--- config.mk ---
export PLATFORM = sky130hd
export DESIGN_NAME = config_bitstream_crc16_check_top
export DESIGN_NICKNAME = d
export VERILOG_FILES = /design/src/design/cbcc_pkg.sv /design/src/design/cbcc_front.sv /design/src/design/cbcc_queue.sv /design/src/design/cbcc_back.sv /design/src/design/config_bitstream_crc16_check_top.sv
export VERILOG_INCLUDE_DIRS = /design/src /design/src/design
export SDC_FILE = /design/constraint.sdc
export NUM_CORES = 1
export LEC_CHECK = 0
export BUFFER_PORTS_ARGS = -buffer_cell sky130_fd_sc_hd__buf_2
export CELL_PAD_IN_SITES_DETAIL_PLACEMENT = 2
export CELL_PAD_IN_SITES_GLOBAL_PLACEMENT = 2
export CORE_UTILIZATION = 40
export CTS_BUF_LIST = sky130_fd_sc_hd__clkbuf_4 sky130_fd_sc_hd__clkbuf_8
export DETAILED_ROUTE_END_ITERATION = 12
export PLACE_DENSITY_LB_ADDON = 0.08
export SLEW_MARGIN = 20
export SYNTH_ARGS = -nofsm -noshare
export SYNTH_HDL_FRONTEND = slang
export SYNTH_HIERARCHICAL = 1
export SYNTH_SLANG_ARGS = --single-unit
--- constraint.sdc ---
create_clock -name clk -period 5.2 [get_ports clk]
set_input_delay 1.3 -clock clk [delete_from_list [all_inputs] [get_ports clk]]
set_output_delay 1.3 -clock clk [all_outputs]
set_load 0.005 [all_outputs]
--- src/design/config_bitstream_crc16_check_top_defines.svh ---
// Assertion macros shared by the checker modules.
`ifndef CONFIG_BITSTREAM_CRC16_CHECK_TOP_DEFINES_SVH
`define CONFIG_BITSTREAM_CRC16_CHECK_TOP_DEFINES_SVH

`ifndef NO_ASSERTIONS
`define CBCC_ASSERT(lbl, clk, rst_n, prop, msg) \
  lbl: assert property (@(posedge clk) disable iff (!rst_n) prop) else $error(msg);
`define CBCC_ASSERT_ALWAYS(lbl, clk, prop, msg) \
  lbl: assert property (@(posedge clk) prop) else $error(msg);
`else
`define CBCC_ASSERT(lbl, clk, rst_n, prop, msg)
`define CBCC_ASSERT_ALWAYS(lbl, clk, prop, msg)
`endif

`endif

--- src/design/cbcc_pkg.sv ---
package cbcc_pkg;

  localparam int unsigned ADDR_W      = 5;
  localparam int unsigned COUNT_W     = 27;
  localparam int unsigned WORD_W      = 32;
  localparam int unsigned CRC_W       = 16;
  localparam int unsigned OP_W        = 2;
  localparam int unsigned QUEUE_DEPTH = 2;

  localparam logic [CRC_W-1:0]  CRC_POLY  = 16'h8005;
  localparam logic [WORD_W-1:0] RESET_CMD = 32'd7;
  localparam logic [ADDR_W-1:0] ADDR_CRC  = 5'd0;
  localparam logic [ADDR_W-1:0] ADDR_CMD  = 5'd4;

  typedef enum logic [OP_W-1:0] {
    OP_TYPE1   = 2'd0,
    OP_TYPE2   = 2'd1,
    OP_PAYLOAD = 2'd2,
    OP_UNUSED  = 2'd3
  } op_t;

  typedef enum logic [1:0] {
    ACT_UNDECIDED = 2'd0,
    ACT_FOLD      = 2'd1,
    ACT_IGNORE    = 2'd2
  } act_t;

  typedef enum logic [1:0] {
    CMD_FOLD      = 2'd0,
    CMD_FOLD_AUTO = 2'd1,
    CMD_CHECK     = 2'd2,
    CMD_CLEAR     = 2'd3
  } cmd_t;

  typedef enum logic {
    KIND_CHECK = 1'b0,
    KIND_AUTO  = 1'b1
  } kind_t;

  typedef struct packed {
    cmd_t              cmd;
    logic [ADDR_W-1:0] addr;
    logic [WORD_W-1:0] word;
  } cmd_entry_t;

  // One CRC step per input bit, MSB-first register, no input reflection.
  function automatic logic [CRC_W-1:0] crc_bit(input logic [CRC_W-1:0] crc, input logic b);
    logic fb;
    fb = crc[CRC_W-1] ^ b;
    return {crc[CRC_W-2:0], 1'b0} ^ (fb ? CRC_POLY : '0);
  endfunction

  // Folds the data word and then the address, both LSB first.
  function automatic logic [CRC_W-1:0] crc_fold(input logic [CRC_W-1:0] crc,
                                                input logic [WORD_W-1:0] word,
                                                input logic [ADDR_W-1:0] addr);
    logic [CRC_W-1:0] c;
    c = crc;
    for (int i = 0; i < WORD_W; i++) begin
      c = crc_bit(c, word[i]);
    end
    for (int i = 0; i < ADDR_W; i++) begin
      c = crc_bit(c, addr[i]);
    end
    return c;
  endfunction

  function automatic logic [CRC_W-1:0] reflect16(input logic [CRC_W-1:0] v);
    logic [CRC_W-1:0] r;
    for (int i = 0; i < CRC_W; i++) begin
      r[i] = v[CRC_W-1-i];
    end
    return r;
  endfunction

endpackage

--- src/design/cbcc_front.sv ---
module cbcc_front (
  input  logic                                 clk,
  input  logic                                 rst_n,
  input  logic                                 item_accept,
  input  cbcc_pkg::op_t                        op,
  input  logic [cbcc_pkg::ADDR_W-1:0]          reg_address,
  input  logic [cbcc_pkg::COUNT_W-1:0]         word_count,
  input  logic [cbcc_pkg::WORD_W-1:0]          data_word,
  output logic                                 push,
  output cbcc_pkg::cmd_entry_t                 push_entry
);

  `include "config_bitstream_crc16_check_top_defines.svh"

  logic [cbcc_pkg::ADDR_W-1:0]  cur_addr_r, cur_addr_nxt;
  logic [cbcc_pkg::COUNT_W-1:0] words_left_r, words_left_nxt;
  cbcc_pkg::act_t               action_r, action_nxt;
  logic                         is_type2_r, is_type2_nxt;
  logic                         at_first_r, at_first_nxt;

  always_comb begin
    cbcc_pkg::act_t act;
    cur_addr_nxt     = cur_addr_r;
    words_left_nxt   = words_left_r;
    action_nxt       = action_r;
    is_type2_nxt     = is_type2_r;
    at_first_nxt     = at_first_r;
    push             = 1'b0;
    push_entry.cmd   = cbcc_pkg::CMD_FOLD;
    push_entry.addr  = cur_addr_r;
    push_entry.word  = data_word;
    act              = action_r;
    if (item_accept) begin
      case (op)
        cbcc_pkg::OP_TYPE1, cbcc_pkg::OP_TYPE2: begin
          if (op == cbcc_pkg::OP_TYPE1) begin
            cur_addr_nxt = reg_address;
          end
          is_type2_nxt   = (op == cbcc_pkg::OP_TYPE2);
          words_left_nxt = word_count;
          at_first_nxt   = (word_count != '0);
          action_nxt     = cbcc_pkg::ACT_UNDECIDED;
        end
        cbcc_pkg::OP_PAYLOAD: begin
          if (words_left_r != '0) begin
            // The first word of a packet decides what the rest of it does.
            if (at_first_r) begin
              at_first_nxt = 1'b0;
              if (cur_addr_r == cbcc_pkg::ADDR_CRC) begin
                act            = cbcc_pkg::ACT_IGNORE;
                push           = 1'b1;
                push_entry.cmd = cbcc_pkg::CMD_CHECK;
              end else if (cur_addr_r == cbcc_pkg::ADDR_CMD &&
                           data_word == cbcc_pkg::RESET_CMD) begin
                act            = cbcc_pkg::ACT_IGNORE;
                push           = 1'b1;
                push_entry.cmd = cbcc_pkg::CMD_CLEAR;
              end else begin
                act = cbcc_pkg::ACT_FOLD;
              end
            end
            if (act == cbcc_pkg::ACT_FOLD) begin
              push           = 1'b1;
              push_entry.cmd = (is_type2_r && words_left_r == cbcc_pkg::COUNT_W'(1)) ?
                               cbcc_pkg::CMD_FOLD_AUTO : cbcc_pkg::CMD_FOLD;
            end
            action_nxt     = act;
            words_left_nxt = words_left_r - cbcc_pkg::COUNT_W'(1);
          end
        end
        default: begin
        end
      endcase
    end
  end

  always_ff @(posedge clk) begin
    if (!rst_n) begin
      cur_addr_r   <= '0;
      words_left_r <= '0;
      action_r     <= cbcc_pkg::ACT_UNDECIDED;
      is_type2_r   <= 1'b0;
      at_first_r   <= 1'b0;
    end else begin
      cur_addr_r   <= cur_addr_nxt;
      words_left_r <= words_left_nxt;
      action_r     <= action_nxt;
      is_type2_r   <= is_type2_nxt;
      at_first_r   <= at_first_nxt;
    end
  end

  `CBCC_ASSERT(a_first_needs_words, clk, rst_n, at_first_r |-> (words_left_r != '0), "first-word flag set with no words left")

endmodule

--- src/design/cbcc_queue.sv ---
module cbcc_queue #(
  parameter int unsigned DEPTH = cbcc_pkg::QUEUE_DEPTH
) (
  input  logic                 clk,
  input  logic                 rst_n,
  input  logic                 push,
  input  cbcc_pkg::cmd_entry_t push_entry,
  output logic                 full,
  input  logic                 pop,
  output logic                 head_valid,
  output cbcc_pkg::cmd_entry_t head_entry
);

  `include "config_bitstream_crc16_check_top_defines.svh"

  localparam int unsigned PTR_W = $clog2(DEPTH);
  localparam int unsigned CNT_W = $clog2(DEPTH + 1);
  localparam logic [PTR_W-1:0] LAST_PTR = PTR_W'(DEPTH - 1);
  localparam logic [CNT_W-1:0] FULL_CNT = CNT_W'(DEPTH);

  cbcc_pkg::cmd_entry_t entry_r [DEPTH];
  logic [PTR_W-1:0] wr_ptr_r, wr_ptr_nxt;
  logic [PTR_W-1:0] rd_ptr_r, rd_ptr_nxt;
  logic [CNT_W-1:0] count_r, count_nxt;

  assign full       = (count_r == FULL_CNT);
  assign head_valid = (count_r != '0);
  assign head_entry = entry_r[rd_ptr_r];

  always_comb begin
    wr_ptr_nxt = wr_ptr_r;
    rd_ptr_nxt = rd_ptr_r;
    count_nxt  = count_r;
    if (push) begin
      wr_ptr_nxt = (wr_ptr_r == LAST_PTR) ? '0 : wr_ptr_r + PTR_W'(1);
    end
    if (pop) begin
      rd_ptr_nxt = (rd_ptr_r == LAST_PTR) ? '0 : rd_ptr_r + PTR_W'(1);
    end
    if (push && !pop) begin
      count_nxt = count_r + CNT_W'(1);
    end else if (pop && !push) begin
      count_nxt = count_r - CNT_W'(1);
    end
  end

  always_ff @(posedge clk) begin
    if (push) begin
      entry_r[wr_ptr_r] <= push_entry;
    end
  end

  always_ff @(posedge clk) begin
    if (!rst_n) begin
      wr_ptr_r <= '0;
      rd_ptr_r <= '0;
      count_r  <= '0;
    end else begin
      wr_ptr_r <= wr_ptr_nxt;
      rd_ptr_r <= rd_ptr_nxt;
      count_r  <= count_nxt;
    end
  end

  `CBCC_ASSERT(a_no_push_full, clk, rst_n, push |-> !full, "push into a full queue")
  `CBCC_ASSERT(a_no_pop_empty, clk, rst_n, pop |-> head_valid, "pop from an empty queue")

endmodule

--- src/design/cbcc_back.sv ---
module cbcc_back (
  input  logic                         clk,
  input  logic                         rst_n,
  input  logic                         head_valid,
  input  cbcc_pkg::cmd_entry_t         head_entry,
  output logic                         pop,
  output logic                         out_valid,
  input  logic                         out_ready,
  output cbcc_pkg::kind_t              out_kind,
  output logic [cbcc_pkg::CRC_W-1:0]   out_crc,
  output logic [cbcc_pkg::WORD_W-1:0]  out_expected
);

  `include "config_bitstream_crc16_check_top_defines.svh"

  logic [cbcc_pkg::CRC_W-1:0]  crc_r, crc_nxt;
  logic                        out_valid_r, out_valid_nxt;
  cbcc_pkg::kind_t             kind_r, kind_nxt;
  logic [cbcc_pkg::CRC_W-1:0]  res_crc_r, res_crc_nxt;
  logic [cbcc_pkg::WORD_W-1:0] expected_r, expected_nxt;
  logic [cbcc_pkg::CRC_W-1:0]  folded;
  logic                        reports;

  assign folded  = cbcc_pkg::crc_fold(crc_r, head_entry.word, head_entry.addr);
  assign reports = (head_entry.cmd == cbcc_pkg::CMD_CHECK) ||
                   (head_entry.cmd == cbcc_pkg::CMD_FOLD_AUTO);
  // Commands without a result never wait on the output register.
  assign pop = head_valid && (!reports || !out_valid_r || out_ready);

  always_comb begin
    crc_nxt       = crc_r;
    out_valid_nxt = out_valid_r && !out_ready;
    kind_nxt      = kind_r;
    res_crc_nxt   = res_crc_r;
    expected_nxt  = expected_r;
    if (pop) begin
      case (head_entry.cmd)
        cbcc_pkg::CMD_FOLD: begin
          crc_nxt = folded;
        end
        cbcc_pkg::CMD_FOLD_AUTO: begin
          crc_nxt       = '0;
          out_valid_nxt = 1'b1;
          kind_nxt      = cbcc_pkg::KIND_AUTO;
          res_crc_nxt   = cbcc_pkg::reflect16(folded);
          expected_nxt  = '0;
        end
        cbcc_pkg::CMD_CHECK: begin
          crc_nxt       = '0;
          out_valid_nxt = 1'b1;
          kind_nxt      = cbcc_pkg::KIND_CHECK;
          res_crc_nxt   = cbcc_pkg::reflect16(crc_r);
          expected_nxt  = head_entry.word;
        end
        cbcc_pkg::CMD_CLEAR: begin
          crc_nxt = '0;
        end
        default: begin
        end
      endcase
    end
  end

  always_ff @(posedge clk) begin
    if (!rst_n) begin
      crc_r       <= '0;
      out_valid_r <= 1'b0;
    end else begin
      crc_r       <= crc_nxt;
      out_valid_r <= out_valid_nxt;
    end
  end

  always_ff @(posedge clk) begin
    kind_r     <= kind_nxt;
    res_crc_r  <= res_crc_nxt;
    expected_r <= expected_nxt;
  end

  assign out_valid    = out_valid_r;
  assign out_kind     = kind_r;
  assign out_crc      = res_crc_r;
  assign out_expected = expected_r;

  `CBCC_ASSERT(a_crc_cleared, clk, rst_n, (pop && head_entry.cmd != cbcc_pkg::CMD_FOLD) |=> (crc_r == '0), "CRC not cleared after a check, clear or automatic report")
  `CBCC_ASSERT(a_report_loads, clk, rst_n, (pop && reports) |=> out_valid_r, "reporting command left no result")

endmodule

--- src/design/config_bitstream_crc16_check_top.sv ---
// Configuration CRC-16 checker (poly 0x8005, init 0, result bit-reflected). It takes
// one beat per cycle while in_tready is high: headers and payload words of write
// packets. A front stage tracks packets and sends only the words that touch the CRC
// through a short command queue to a back stage, which folds the whole 37-bit
// word-plus-address update combinationally and holds each report in an output register.
// A report is registered in a queue entry and then in the output register. When a report
// waits on out_tready the queue absorbs QUEUE_DEPTH commands before in_tready drops.
module config_bitstream_crc16_check_top #(
  parameter int unsigned QUEUE_DEPTH = cbcc_pkg::QUEUE_DEPTH
) (
  input  logic        clk,
  input  logic        rst_n,
  input  logic        in_tvalid,
  output logic        in_tready,
  input  logic [63:0] in_tdata,   // reg_address[4:0], word_count[31:5], data_word[63:32]
  input  logic [1:0]  in_tuser,   // operation[1:0]
  output logic        out_tvalid,
  input  logic        out_tready,
  output logic [47:0] out_tdata,  // computed_crc[15:0], expected_crc[47:16]
  output logic [0:0]  out_tuser   // report_kind[0]
);

  logic                 accept;
  logic                 push;
  cbcc_pkg::cmd_entry_t push_entry;
  logic                 full;
  logic                 pop;
  logic                 head_valid;
  cbcc_pkg::cmd_entry_t head_entry;
  cbcc_pkg::kind_t      kind;

  assign in_tready = !full;
  assign accept    = in_tvalid && in_tready;

  cbcc_front u_front (
    .clk         (clk),
    .rst_n       (rst_n),
    .item_accept (accept),
    .op          (cbcc_pkg::op_t'(in_tuser)),
    .reg_address (in_tdata[4:0]),
    .word_count  (in_tdata[31:5]),
    .data_word   (in_tdata[63:32]),
    .push        (push),
    .push_entry  (push_entry)
  );

  cbcc_queue #(
    .DEPTH (QUEUE_DEPTH)
  ) u_queue (
    .clk        (clk),
    .rst_n      (rst_n),
    .push       (push),
    .push_entry (push_entry),
    .full       (full),
    .pop        (pop),
    .head_valid (head_valid),
    .head_entry (head_entry)
  );

  cbcc_back u_back (
    .clk          (clk),
    .rst_n        (rst_n),
    .head_valid   (head_valid),
    .head_entry   (head_entry),
    .pop          (pop),
    .out_valid    (out_tvalid),
    .out_ready    (out_tready),
    .out_kind     (kind),
    .out_crc      (out_tdata[15:0]),
    .out_expected (out_tdata[47:16])
  );

  assign out_tuser = kind;

endmodule
### After elaboration in Yosys (flattened, before gate mapping)

Memory sizes are Yosys's and may differ from the RTL's. A register that Yosys moved wholly into a read port is not among the register bits.
Index checks and enable logic that the tools add are counted.

| word-level totals | value |
|---|---|
| bits in registers | 106 |
| output and inout bits | 51 |
| RAM bits | 78 |
| memories kept | 1 |
| input port bits | 70 |

| cells by class | value |
|---|---|
| reduce and logical (&&, ||, !) cells | 32 |
| $add $sub $neg | 5 |
| muxes and demuxes | 78 |
| bitwise operators | 74 |
| eq/ne operators | 11 |

Memory list:

| name | words | width | read ports | clocked after Yosys merged registers in | wr ports | line | text |
|---|---|---|---|---|---|---|---|
| u_queue.entry_r | 2 | 39 | 1 | 1 | 1 | cbcc_queue.sv:21 | `cbcc_pkg::cmd_entry_t entry_r [DEPTH];` |

Operators by type and width:

| kind | number |
|---|---|
| $mux W16 | 37 |
| $xor A16 B16 Y16 | 37 |
| $pmux W16 S2 | 2 |
| $pmux W32 S2 | 1 |
| $pmux W27 S2 | 1 |
| $reduce_bool A27 Y1 | 2 |
| $xor A1 B1 Y1 | 37 |
| $eq A32 B3 Y1 const B | 1 |
| $mux W2 | 16 |
| $eq A27 B1 Y1 const B | 1 |
| $mux W27 | 1 |
| $sub A27 B1 Y27 const B | 1 |
| $mux W1 | 17 |
| $eq A2 B2 Y1 const B | 4 |
| $reduce_bool A2 Y1 | 4 |
| $logic_and A1 B1 Y1 | 7 |
| $eq A2 B1 Y1 const B | 3 |
| $logic_not A1 Y1 | 6 |
| $reduce_and A3 Y1 | 2 |
| $eq A5 B3 Y1 const B | 1 |
| $logic_not A5 Y1 | 1 |
| $logic_not A2 Y1 | 2 |
| $pmux W1 S2 | 2 |
| $pmux W2 S2 | 1 |
| 8 further kinds | 13 |

### Depth between registers and ports, before layout

Gate-level depths: netlist of run 1.

| logic depth | value |
|---|---|
| depth in word-level cells | 112 |
| mapped depth | 12 |
| depth with buffers taken out | 11 |

### Hierarchy

Netlist of run 1, hierarchy kept.

Modules (own cells, without submodules):

| module | seq. area each (um2) | cells each | times used | area an instance (um2) |
|---|---|---|---|---|
| cbcc_back | 1811.7 | 274 | 1 | 3488.3 |
| cbcc_queue | 2442.3 | 143 | 1 | 3031.7 |
| cbcc_front | 720.7 | 341 | 1 | 2561.2 |
| config_bitstream_crc16_check_top | 0.0 | 2 | 1 | 10.0 |

### Worst setup path before layout of run 1

Ideal clock, no wire load.

| timing path | value |
|---|---|
| path type | input-to-reg |
| start point | input in_tuser[0] |
| end point | memory u_queue/entry_r[0][0] (netlist name) (enable) |
| setup time | 0.441 ns |
| stages | 7 |
| data arrival time | 4.180 ns |
| buffers on the path | 2 |
| data required time | 4.759 ns |
| slack | 0.579 ns |
| cells stage by stage | clkbuf_1 > nor2b_1 > clkbuf_1 > nand2_1 > a21o_1 > nor2_1 > nor2b_1 |

| between the ends | value |
|---|---|
| longest elaborated chain between the ends | 5 |

RTL lines:

| what | line | text |
|---|---|---|
| from (decl) | config_bitstream_crc16_check_top.sv:16 | `input logic [1:0] in_tuser,` |
| $eq A2 B2 Y1 | cbcc_front.sv:34 | `case (op)` |
| $mux W1 | cbcc_front.sv:34 |  |
| $mux W1 | cbcc_front.sv:33 | `if (item_accept) begin` |
| net push | config_bitstream_crc16_check_top.sv:24 | `logic push;` |
| $mux W1 | cbcc_queue.sv:48 | `if (push) begin` |
| $mux W1 (not written as such) | cbcc_queue.sv:49 | `entry_r[wr_ptr_r] <= push_entry;` |
| to (decl) | cbcc_queue.sv:21 |  |

The timed path passes the listed nets, and every way through them passes these cells.

==> summary.md, run 1 <==
| Metric | Value |
|---|---|
| Failing checks | `design-rule violations` |
| CTS Hold Buffers Added | `0` |
| Post-Synthesis Cells | `760` |
| Post-CTS Resized | `0` |
| Core Region | `0.0220 sq mm` |
| Vias | `6344` |
| Wire per inst | `24.0 um` |
| Fraction of synthesized area in multiplexers | `0.0652` |
| Clock sink count | `about 190` |
| CTS max path bufs | `2` |
| Share of layout cells above drive strength 1 | `0.271` |
| Worst clock skew | `0.0158 ns` |
| GR met3 Demand/Resource | `0.0447` |
| DR iter-0 viols | `337` |
| FILL cells | `2260` |
| Synth Register Bits | `185` |
| Final hold slack | `roughly 0.48 ns` |
| Main synth FF type | `edfxtp_1` |
| Simple-Gate Fraction of Synth Area | `0.136` |
| Fin crit share | `0.809` |
| Clock network power share | `0.147` |
| Count leader, synth | `edfxtp_1` |
| Sw power | `between 2 and 3 mW` |
| Power Density | `652 mW/mm^2` |
| Grt peak-use layer | `met2` |
| Synth area leaders | `edfxtp_1 42%, dfxtp_1 13%, mux2_2 6.2%, xnor2_1 6.1%, and2_1 2.9%` |
| Slew headroom | `0.351` |
| Worst-skew pair later-pin latency | `0.47 ns` |
| Register cell area after layout | `0.00497 sq mm` |
| CTS root buf | `clkbuf_8` |
| # diodes | `0` |
| Max Cap Viol | `0` |
| Cell taking the most area after synthesis | `edfxtp_1` |
| Reg clk slew, reported paths | `0.10 ns` |
| Async SR Flop Fraction | `0` |
| Post-CTS Setup Repair Bufs | `0` |
| Largest net degree at the start of global routing | `44` |
| Max rail drop VDD | `0.540 mV` |
| Fin. Hold Viols | `0` |
| HPWL after DPL | `20200 um` |
| Placer congestion estimate | `between 0.8 and 0.9` |
| # IOs | `121` |
| XOR/XNOR Fraction of Synth Area | `0.107` |
| Met2 Track Usage GR | `0.435` |
| Synth Area in Adders | `0.00826` |
| Combinational cell fraction of total power | `0.533` |
| Total CTS buffers | `17` |
| CTS HTree Levels | `4` |
| Crit path capture type | `flop` |
| YS warnings | `6` |
| Crit start category | `flop` |
| # nets final | `920` |
| Initial core utilization | `0.413` |
| Slew @ Worst Pin | `0.969 ns` |
| IO Port Bufs | `120` |
| Grt total ovfl | `0` |
| Achievable frequency | `~0.24 GHz` |
| CP required | `5.43 ns` |
| CP Max Fanout | `9` |
| Initial antenna violation count | `0` |
| Met1 Use GR | `0.301` |
| Internal Power | `3.99 mW` |
| Fin. max-slew vios | `0` |
| Die ar. | `around 0.023 sq mm` |
| Drc violations | `7` |
| Cell Area, Synth | `0.00909 sq mm` |
| Reg power frac | `0.319` |
| Top cell type's share of synthesized area | `0.419` |
| Vias in the first global route | `7060` |
| Synth unique cells | `66` |
| Hold/Removal Path Class | `flop to flop` |
| Syn_nets | `around 840` |
| Critical path arrival | `4.44 ns` |
| Die X | `roughly 150 um` |
| EDFF count, synth | `127` |
| Cell row count | `54` |
| CTS tree | `yes` |
| Routed wire length | `27300 um` |
| Setup total negative slack | `0 ns` |
| Total track usage | `0.244` |
| Sw Ratio | `0.397` |
| Minimum clock period | `between 4 and 5 ns` |
| Sequential fraction of the synthesis area | `0.547` |
| Static Leak | `3.71 nW` |
| Global-route wire length before repair | `42800 um` |
| Compound-cell area share of the yosys netlist | `0.0877` |
| Pre-Repair DR Iteration Count | `9` |
| Crit Path Class | `flop to flop` |
| Final setup vio count | `0` |
| Worst hold start | `u_front/is_type2_r` |
| Status | `finished with violations` |
| RSZ-0062 raised after global routing | `false` |
| Area taken by multi-input logic gates | `0.00369 sq mm` |
| Main combinational cell family by area after synthesis | `simple AND/OR/NAND/NOR gates` |
| DIE HEIGHT | `~150 um` |
| Area growth syn-to-layout | `11.6%` |
| Top cells by count, synth | `127 x edfxtp_1, 63 x xnor2_1, 58 x dfxtp_1` |
| Syn avg cell area | `12.0 sq um` |
| Antenna viol nets, final | `0` |
| Vias per inst | `5.58` |
cells in the final DEF, fill, tap and decap left out, types with 22 or more instances in the layout:
| cell | count |
|---|---|
| a21oi_1 | 26 |
| and2_1 | 42 |
| buf_2 | 120 |
| dfxtp_1 | 58 |
| edfxtp_1 | 127 |
| mux2_2 | 50 |
| nand2_1 | 48 |
| nor4_1 | 28 |
| o21ai_0 | 26 |
| xnor2_1 | 63 |
| xor2_1 | 22 |
logic make-up (layout without fill, tap and decap cells):
| logic type | count (synthesis) | in the layout |
|---|---|---|
| buffers and inverters | 81 | 177 |
| and+or+nand+nor | 219 | 219 |
| adders and majority gates | 6 | 6 |
| xor gates and xnor gates | 95 | 95 |
| DFF | 185 | 185 |
| AOI/OAI and AO/OA | 121 | 121 |
| muxes | 53 | 53 |
layout make-up:
| cell class | instances | share of cell area |
|---|---|---|
| tap | 280 | 0.0345 |
| clock buffer | 17 | 0.0231 |
| multi-input combinational | 494 | 0.363 |
| sequential | 185 | 0.490 |
| timing repair buffer | 133 | 0.0688 |
| clock inverter | 14 | 0.0154 |
| inverter | 13 | 0.00481 |
worst max-delay path, cell delays in order, from the launching register on:
cell and delay, ns:
dfxtp_1 0.57, buf_4 0.28, mux2_2 0.39, xnor2_1 0.50, xnor2_1 0.20, xnor2_1 0.37, xor2_1 0.45, xnor3_1 0.31
xnor3_2 0.43, xor2_1 0.18, mux2_2 0.28
metal layers:
layer | share of wire | wire [um]
met5 | 0 | 0
met4 | 0.018 | 478
met3 | 0.034 | 936
met2 | 0.52 | 14200
met1 | 0.43 | 11700
worst paths after layout:
kind              depth (start not counted)                  to  slack (ns)
setup reg to reg                         10  u_back/out_crc[15]        0.99
setup / recovery                         10  u_back/out_crc[15]        0.99
hold reg to reg                           2  u_front/is_type2_r        0.48
hold / removal                            2  u_front/is_type2_r        0.48
per-stage QoR:
| step | area, sq um | util | setup slack [ns] | power [mW] | cells |
|---|---|---|---|---|---|
| after floorplan | 9090 | - | 0.579 | 4.65 | 760 |
| after global placement | 9750 | 0.443 | 1.37 | 5.38 | 1105 |
| after detailed placement | 9750 | 0.443 | 1.23 | 5.60 | 1105 |
| after CTS | 10100 | 0.461 | 1.03 | 6.63 | 1136 |
| after global routing | 10100 | 0.461 | 0.913 | 6.96 | 1136 |
| final | 10100 | 0.461 | 0.991 | 6.62 | 1136 |
state kept, by name (all words and copies together), names as in the netlist, 2 cells and up, named ones only:
name / count
u_back/crc_r: 16
u_back/out_crc: 16
u_back/out_expected: 32
u_front/action_r: 2
u_front/cur_addr_r: 5
u_front/words_left_r: 27
u_queue/count_r: 2
u_queue/entry_r: 78
power groups by stage:
stage | sequential, mW | clock [mW] | combinational (mW)
after floorplan | 2.12 | 0 | 2.53
after global placement | 2.13 | 0 | 3.25
after detailed placement | 2.15 | 0 | 3.44
after CTS | 2.12 | 1.01 | 3.50
after global routing | 2.14 | 1.07 | 3.75
final | 2.11 | 0.976 | 3.53
Power figures use the tool's default switching activity.
==> inputs of run 2 (changes only) <==
--- a/config.mk
+++ b/config.mk
@@ -6,10 +6,11 @@
 export SDC_FILE = /design/constraint.sdc
 export NUM_CORES = 1
 export LEC_CHECK = 0
+export ABC_AREA = 1
 export BUFFER_PORTS_ARGS = -buffer_cell sky130_fd_sc_hd__buf_2
 export CELL_PAD_IN_SITES_DETAIL_PLACEMENT = 2
 export CELL_PAD_IN_SITES_GLOBAL_PLACEMENT = 2
-export CORE_UTILIZATION = 40
+export CORE_UTILIZATION = 37
 export CTS_BUF_LIST = sky130_fd_sc_hd__clkbuf_4 sky130_fd_sc_hd__clkbuf_8
 export DETAILED_ROUTE_END_ITERATION = 12
 export PLACE_DENSITY_LB_ADDON = 0.08
==> constraint.sdc (replaced) <==
create_clock -name clk -period 3.9 [get_ports clk]
set_input_delay 0.975 -clock clk [delete_from_list [all_inputs] [get_ports clk]]
set_output_delay 0.975 -clock clk [all_outputs]
set_load 0.005 [all_outputs]
==> run 2 against run 1 <==
  * The run ends with negative setup slack left
  * Critical path depth increased by 34
  * Non-clock buffer count increased by 128
  * Worst hold slack improved by 0.030 ns
  * Worst setup slack got worse by 2.9 ns
  * Sequential share of layout area decreased by 12 points
  * Sequential cell count unchanged
  * Register-to-register slack got worse by 2.9 ns
  * Maximum frequency decreased by 28%
  * Synthesized cell count increased by 53%
  * Clock-buffer cell count unchanged
  * Critical endpoint is now u_back/out_crc[0]
  * Highest routed layer unchanged
==> summary.md, run 2 <==
| Metric | Value |
|---|---|
| Async SR Flop Fraction | `0 (unchanged)` |
| Top cell type's share of synthesized area | `0.375 (-0.0445)` |
| Drc violations | `0 (-7)` |
| Cell Area, Synth | `0.0102 sq mm (+12%)` |
| HPWL after DPL | `25700 um (+27%)` |
| Fin. Hold Viols | `0 (unchanged)` |
| Post-Synthesis Cells | `1162 (+53%)` |
| Reg clk slew, reported paths | `0.12 ns (+0.02 ns)` |
| Area growth syn-to-layout | `33.8%` |
| DR iter-0 viols | `441 (+31%)` |
| Status | `finished with violations` |
| Initial antenna violation count | `0 (unchanged)` |
| CTS root buf | `clkbuf_8` |
| Fin. max-slew vios | `0 (unchanged)` |
| Synth Area in Adders | `0.00738 (-0.000877)` |
| Wire per inst | `27.1 um (+13%)` |
| Worst-skew pair later-pin latency | `0.51 ns (+0.04 ns)` |
| # diodes | `0 (unchanged)` |
| Min setup slack post-route | `-1.91 ns (-2.90 ns)` |
| Grt total ovfl | `0 (unchanged)` |
| Commonest cells after routing, fill and taps aside | `210 x nand2_1, 127 x edfxtp_1, 125 x buf_4, 123 x inv_1, 121 x nor2_1` |
| Die X | `168 um (+9.8%)` |
| Total track usage | `0.286 (+0.0420)` |
| Max Cap Viol | `0 (unchanged)` |
| Top Family by Delay on Critical Path | `simple AND/OR/NAND/NOR gates` |
| EDFF count, synth | `127 (unchanged)` |
| XOR/XNOR Fraction of Synth Area | `0.0645 (-0.0428)` |
| Failing checks | `negative setup slack` |
| Final setup vio count | `28 (+28)` |
| FILL cells | `2841 (+26%)` |
| Minimum clock period | `5.81 ns (+1.60 ns)` |
| IO Port Bufs | `120 (unchanged)` |
| Simple-Gate Fraction of Synth Area | `0.241 (+0.106)` |
| # nets final | `1459 (+59%)` |
| Max reg flops | `78 (unchanged)` |
| Die ar. | `0.0282 sq mm (+21%)` |
| Compound-cell area share of the yosys netlist | `0.0546 (-0.0330)` |
| Core Region | `0.0270 sq mm (+22%)` |
| CP required | `4.13 ns (-1.30 ns)` |
| Count leader, synth | `nand2_1` |
| Antenna viol nets, final | `0 (unchanged)` |
| Fraction of synthesized area in multiplexers | `0.0498 (-0.0154)` |
| Routed wire length | `47000 um (+73%)` |
| Synth Register Bits | `185 (unchanged)` |
| RSZ-0062 raised after global routing | `true` |
| Crit path top cell by count | `nand2_4` |
| Syn_nets | `1238 (+48%)` |
| Pre-Repair DR Iteration Count | `5 (-4)` |
| Fin crit share | `1.49 (+0.681)` |
| Slew @ Worst Pin | `0.987 ns (+0.0176 ns)` |
| Worst clock skew | `0.0223 ns (+0.00646 ns)` |
| Vias per inst | `5.44 (-2.5%)` |
| Clock sink count | `185 (unchanged)` |
| CP Max Fanout | `4 (-5)` |
| CTS max path bufs | `2 (unchanged)` |
| Setup total negative slack | `-37.15 ns (-37.15 ns)` |
| YS warnings | `6 (unchanged)` |
| Cell row count | `60 (+11%)` |
| Pre-CTS setup slack | `-1.26 ns (-2.48 ns)` |
| Main synth FF type | `edfxtp_1` |
| Initial core utilization | `0.377 (-0.0354)` |
| Top cells by count, synth | `262 x nand2_1, 134 x inv_1, 127 x edfxtp_1, 127 x nor2_1, 79 x nand3_1` |
| Slew headroom | `0.341 (-0.0101)` |
| Largest net degree at the start of global routing | `48 (+9.1%)` |
| Cell taking the most area after synthesis | `edfxtp_1` |
| DIE HEIGHT | `168 um (+9.8%)` |
| # IOs | `121 (unchanged)` |
| Sequential fraction of the synthesis area | `0.489 (-0.0581)` |
| Crit path capture type | `flop` |
| Synth area leaders | `edfxtp_1 37%, dfxtp_1 11%, nand2_1 9.7%, inv_1 4.9%, nor2_1 4.7%` |
| CTS tree | `yes` |
| Placer congestion estimate | `0.836 (-1.9%)` |
| Syn avg cell area | `8.75 sq um (-27%)` |
| Slowest stage delay, CP | `0.43 ns (-0.14 ns)` |
| CTS HTree Levels | `4 (unchanged)` |
| Vias | `9456 (+49%)` |
| CP max-delay cell | `dfxtp_4` |
| Achievable frequency | `0.172 GHz (-28%)` |
| Synth unique cells | `40 (-39%)` |
| Critical path arrival | `6.05 ns (+1.61 ns)` |
| Register bank with the most flops | `u_queue/entry_r` |
| Share of layout cells above drive strength 1 | `0.391 (+0.120)` |
| Global-route wire length before repair | `59800 um (+40%)` |
| Commonest non-fill, non-tap cell in the layout | `nand2_1` |
| Total CTS buffers | `17 (unchanged)` |
| CTS Hold Buffers Added | `0 (unchanged)` |
| Main combinational cell family by area after synthesis | `simple AND/OR/NAND/NOR gates` |
| Crit Path Class | `flop to flop` |
| CP Buf/Inv Count | `2 (+1)` |
| Vias in the first global route | `10000 (+42%)` |
| Worst hold start | `u_front/action_r[0]` |
| Hold/Removal Path Class | `flop to flop` |
| Crit start category | `flop` |
-- run 2: changes by cell type in the layout (fill, tap and decap cells not counted), moves of 24 or more --
cell     before  now
nand2_1      48  210
inv_1        12  123
and2_1       42    0
nand3_4       0   35
nand3_1       5   41
mux2_2       50   21
nor2_1       15  121
nand2_2       0   35
xnor2_1      63   15
nand2_4       0   38
nor4_1       28    4
buf_4        13  125
-- run 2: cell families after synthesis --
group | Yosys count
adder cells (fa/ha/maj) | 6
AO/OA/AOI/OAI | 104
flip-flops | 185
XOR/XNOR | 74
multiplexers | 42
buffers and inverters | 202
AND/OR/NAND/NOR | 549
-- run 2: worst register-to-register path, delay by kind of cell, from the launching register on --
kind | cells | cell delay [ns]
compound gates | 1 | 0.08
simple gates | 40 | 4.47
buf+inv | 2 | 0.19
flops | 1 | 0.43
mux | 1 | 0.35
-- run 2: cell type report --
type,instances,area (sq um),share of cell area
multi-input cells,775,5480,0.402
flip-flops and latches,185,4980,0.366
repair buffers,261,1770,0.130
inverters,143,552,0.0405
well taps,341,427,0.0313
clock buffers,17,234,0.0172
clock inverters,15,173,0.0127
-- run 2: timing repair --
action,4_1_cts,5_1_grt
pin swaps,50,70
endpoints found under the setup margin,25,26
buffers inserted,24,19
gates resized for setup,122,107
cloned,1,0
-- run 2: stage by stage --
step | hold slack [ns] | utilization | area [sq um] | std cells
after CTS | 0.483 | 0.482 | 13000 | 1722
after global placement | 0.454 | 0.438 | 11800 | 1666
after global routing | 0.517 | 0.505 | 13600 | 1737
after detailed placement | 0.466 | 0.438 | 11800 | 1666
after floorplan | 0.443 | - | 10400 | 1162
final | 0.507 | 0.505 | 13600 | 1737
-- run 2: metal layers --
metal	track usage	up-vias	wire length, um
li1	-	4170	-
met1	0.293	4794	17300
met2	0.557	328	25300
met3	0.0367	164	1450
met4	0.160	0	2970
met5	0	-	0
-- run 2: worst paths after layout --
| check | cells after the start | slack, ns | to |
|---|---|---|---|
| worst min register to register | 2 | 0.51 | u_front/action_r[0] |
| worst max-delay path | 44 | -1.91 | u_back/out_crc[0] |
| worst max register to register | 44 | -1.91 | u_back/out_crc[0] |
| worst min-delay path | 2 | 0.51 | u_front/action_r[0] |
Power of run 2 is not shown: default switching activity piles up to over one toggle a cycle in this logic, so the estimate is an artifact.
==> inputs of run 3 (changes only) <==
--- a/config.mk
+++ b/config.mk
@@ -13,7 +13,7 @@
 export CORE_UTILIZATION = 37
 export CTS_BUF_LIST = sky130_fd_sc_hd__clkbuf_4 sky130_fd_sc_hd__clkbuf_8
 export DETAILED_ROUTE_END_ITERATION = 12
-export PLACE_DENSITY_LB_ADDON = 0.08
+export PLACE_DENSITY = 0.89
 export SLEW_MARGIN = 20
 export SYNTH_ARGS = -nofsm -noshare
 export SYNTH_HDL_FRONTEND = slang
==> run 3 against run 2 <==
  * The flow still finishes with violations (negative setup slack)
  * Non-clock buffer count rose by 4
  * Worst setup slack improved by 0.076 ns
  * Sequential cell count did not move
  * Register-to-register slack improved by 0.08 ns
  * Worst hold slack improved by 0.015 ns
  * Clock skew rose by 0.0071 ns
  * Via count rose by 8.1%
  * Largest cell class unchanged
  * Critical path type unchanged
==> summary.md, run 3 (synthesized netlist as in run 2, its figures left out) <==
| Metric | Value |
|---|---|
| Status | `finished with violations` |
| Failing checks | `negative setup slack` |
| Total CTS buffers | `17 (unchanged)` |
| Global-route wire length before repair | `73200 um (+22%)` |
| Commonest non-fill, non-tap cell in the layout | `nand2_1` |
| Critical path arrival | `6.21 ns (+0.16 ns)` |
| Vias per inst | `5.86 (+7.7%)` |
| Slowest stage delay, CP | `0.47 ns (+0.04 ns)` |
| Dpl cells | `1659 (-0.42%)` |
| Post-route non-filler standard cell count | `1743 (+0.35%)` |
| Slew @ Worst Pin | `0.938 ns (-0.0485 ns)` |
| Crit path top cell by count | `buf_4` |
| Final setup vio count | `26 (-7.1%)` |
| Area growth syn-to-layout | `34.5%` |
| CP max-delay cell | `dfxtp_4` |
| Pre-Repair DR Iteration Count | `5 (unchanged)` |
| Hold/Removal Path Class | `flop to flop` |
| Placer congestion estimate | `0.832 (-0.49%)` |
| R2R depth | `34 (-23%)` |
| Hold Path Stages | `2 (unchanged)` |
| Die X | `168 um (unchanged)` |
| Register bank with the most flops | `u_queue/entry_r` |
| DP Area | `0.0117 sq mm (-0.55%)` |
| Hold path endpoint | `u_front/action_r[0]` |
| Commonest cells after routing, fill and taps aside | `202 x nand2_1, 132 x buf_4, 127 x edfxtp_1, 121 x nor2_1, 120 x buf_2` |
| CP Buf/Inv Count | `15 (+13)` |
| Achievable frequency | `0.174 GHz (+1.3%)` |
| Final hold slack | `0.522 ns (+0.0145 ns)` |
| Grt total ovfl | `0 (unchanged)` |
| Initial antenna violation count | `2 (+2)` |
| Largest net degree at the start of global routing | `45 (-6.3%)` |
| Die ar. | `0.0282 sq mm (unchanged)` |
| Reg clk slew, reported paths | `0.13 ns (about the same)` |
| Share of layout cells above drive strength 1 | `0.401 (+0.0103)` |
| Vias | `10200 (+8.1%)` |
| Slew headroom | `0.374 (+0.0324)` |
| # nets final | `1463 (+0.27%)` |
| CTS tree | `yes` |
| Crit Path Class | `flop to flop` |
| RSZ-0062 raised after global routing | `true` |
| Fin. Hold Viols | `0 (unchanged)` |
| CTS max path bufs | `2 (unchanged)` |
| Fin crit share | `1.47 (-0.0194)` |
| Antenna viol nets, final | `0 (unchanged)` |
| Core Region | `0.0270 sq mm (unchanged)` |
| Finished Cell Area | `0.0137 sq mm (+0.53%)` |
| Worst-skew pair later-pin latency | `0.55 ns (+0.04 ns)` |
| # IOs | `121 (unchanged)` |
| Drc violations | `0 (unchanged)` |
| Max reg flops | `78 (unchanged)` |
| Top Family by Delay on Critical Path | `buffers and inverters` |
| CP required | `4.37 ns (+0.24 ns)` |
| Reg2reg end | `u_back/crc_r[2]` |
| Wire per inst | `32.2 um (+19%)` |
| FF-to-FF setup slack | `-1.84 ns (+0.08 ns)` |
| IO Port Bufs | `120 (unchanged)` |
| DR iter-0 viols | `867 (+97%)` |
| Minimum clock period | `5.74 ns (-0.0758 ns)` |
| Max Cap Viol | `0 (unchanged)` |
| Cell row count | `60 (unchanged)` |
| Total track usage | `0.358 (+0.0723)` |
| HPWL after DPL | `28400 um (+11%)` |
| Crit start category | `flop` |
| Min setup slack post-route | `-1.84 ns (+0.0758 ns)` |
| CTS Hold Buffers Added | `0 (unchanged)` |
| Worst hold start | `u_front/action_r[0]` |
| DIE HEIGHT | `168 um (unchanged)` |
| Routed wire length | `56200 um (+19%)` |
| Initial core utilization | `0.377 (unchanged)` |
| CTS root buf | `clkbuf_8` |
| Fin. max-slew vios | `0 (unchanged)` |
| Clock sink count | `185 (unchanged)` |
| Vias in the first global route | `10900 (+8.3%)` |
| CP Max Fanout | `7 (+3)` |
| Worst clock skew | `0.0294 ns (+0.00710 ns)` |
| FILL cells | `2841 (unchanged)` |
| Crit path capture type | `flop` |
| CTS HTree Levels | `4 (unchanged)` |
==> run 3: tightest hold or removal path, stage by stage, from the launching register on <==
cell and delay (ns):
dfxtp_1 0.34, nand2_1 0.08, a21oi_1 0.07
==> run 3: timing repair <==
| item | in CTS | in global routing |
|---|---|---|
| pin swaps | 47 | 49 |
| buffers inserted | 33 | 21 |
| resized for setup | 168 | 78 |
| endpoints found under the setup margin | 27 | 27 |
| hold endpoints to repair | 0 | 0 |
==> run 3: worst max-delay path by stage <==
stage               start                  to  depth (start not counted)
finish               flop     u_back/crc_r[2]                         34
global route         flop  u_back/out_crc[12]                         45
CTS                  flop   u_back/out_crc[0]                         46
detailed placement   flop   u_back/out_crc[0]                         38
global placement     flop   u_back/out_crc[0]                         40
floorplan            flop   u_back/out_crc[0]                         43
==> run 3: area by class of cell <==
type	count	area, sq um	area share
Inverter	143	554	0.0405
Sequential cell	185	4980	0.364
Timing Repair Buffer	265	1790	0.131
Tap cell	341	427	0.0312
Multi-Input combinational cell	775	5550	0.406
Clock buffer	18	241	0.0176
Clock inverter	14	136	0.00997
Antenna cell	2	5.00	0.000366
==> run 3: metal layers <==
layer | vias up | global-route usage | part of all wire
li1 | 4181 | - | -
met2 | 624 | 0.639 | 0.49
met1 | 5119 | 0.388 | 0.36
met4 | 0 | 0.241 | 0.090
met3 | 296 | 0.0661 | 0.062
met5 | - | 0 | 0
==> run 3: metrics by stage <==
stage / setup TNS (ns) / utilization / setup slack (ns)
after global placement: -10.94 / 0.435 / -0.757
after detailed placement: -29.63 / 0.435 / -1.62
after CTS: -20.01 / 0.487 / -1.17
after global routing: -37.83 / 0.508 / -1.97
after floorplan: -5.58 / - / -0.546
final: -35.21 / 0.508 / -1.84
Power of run 3 is left out for the same reason.
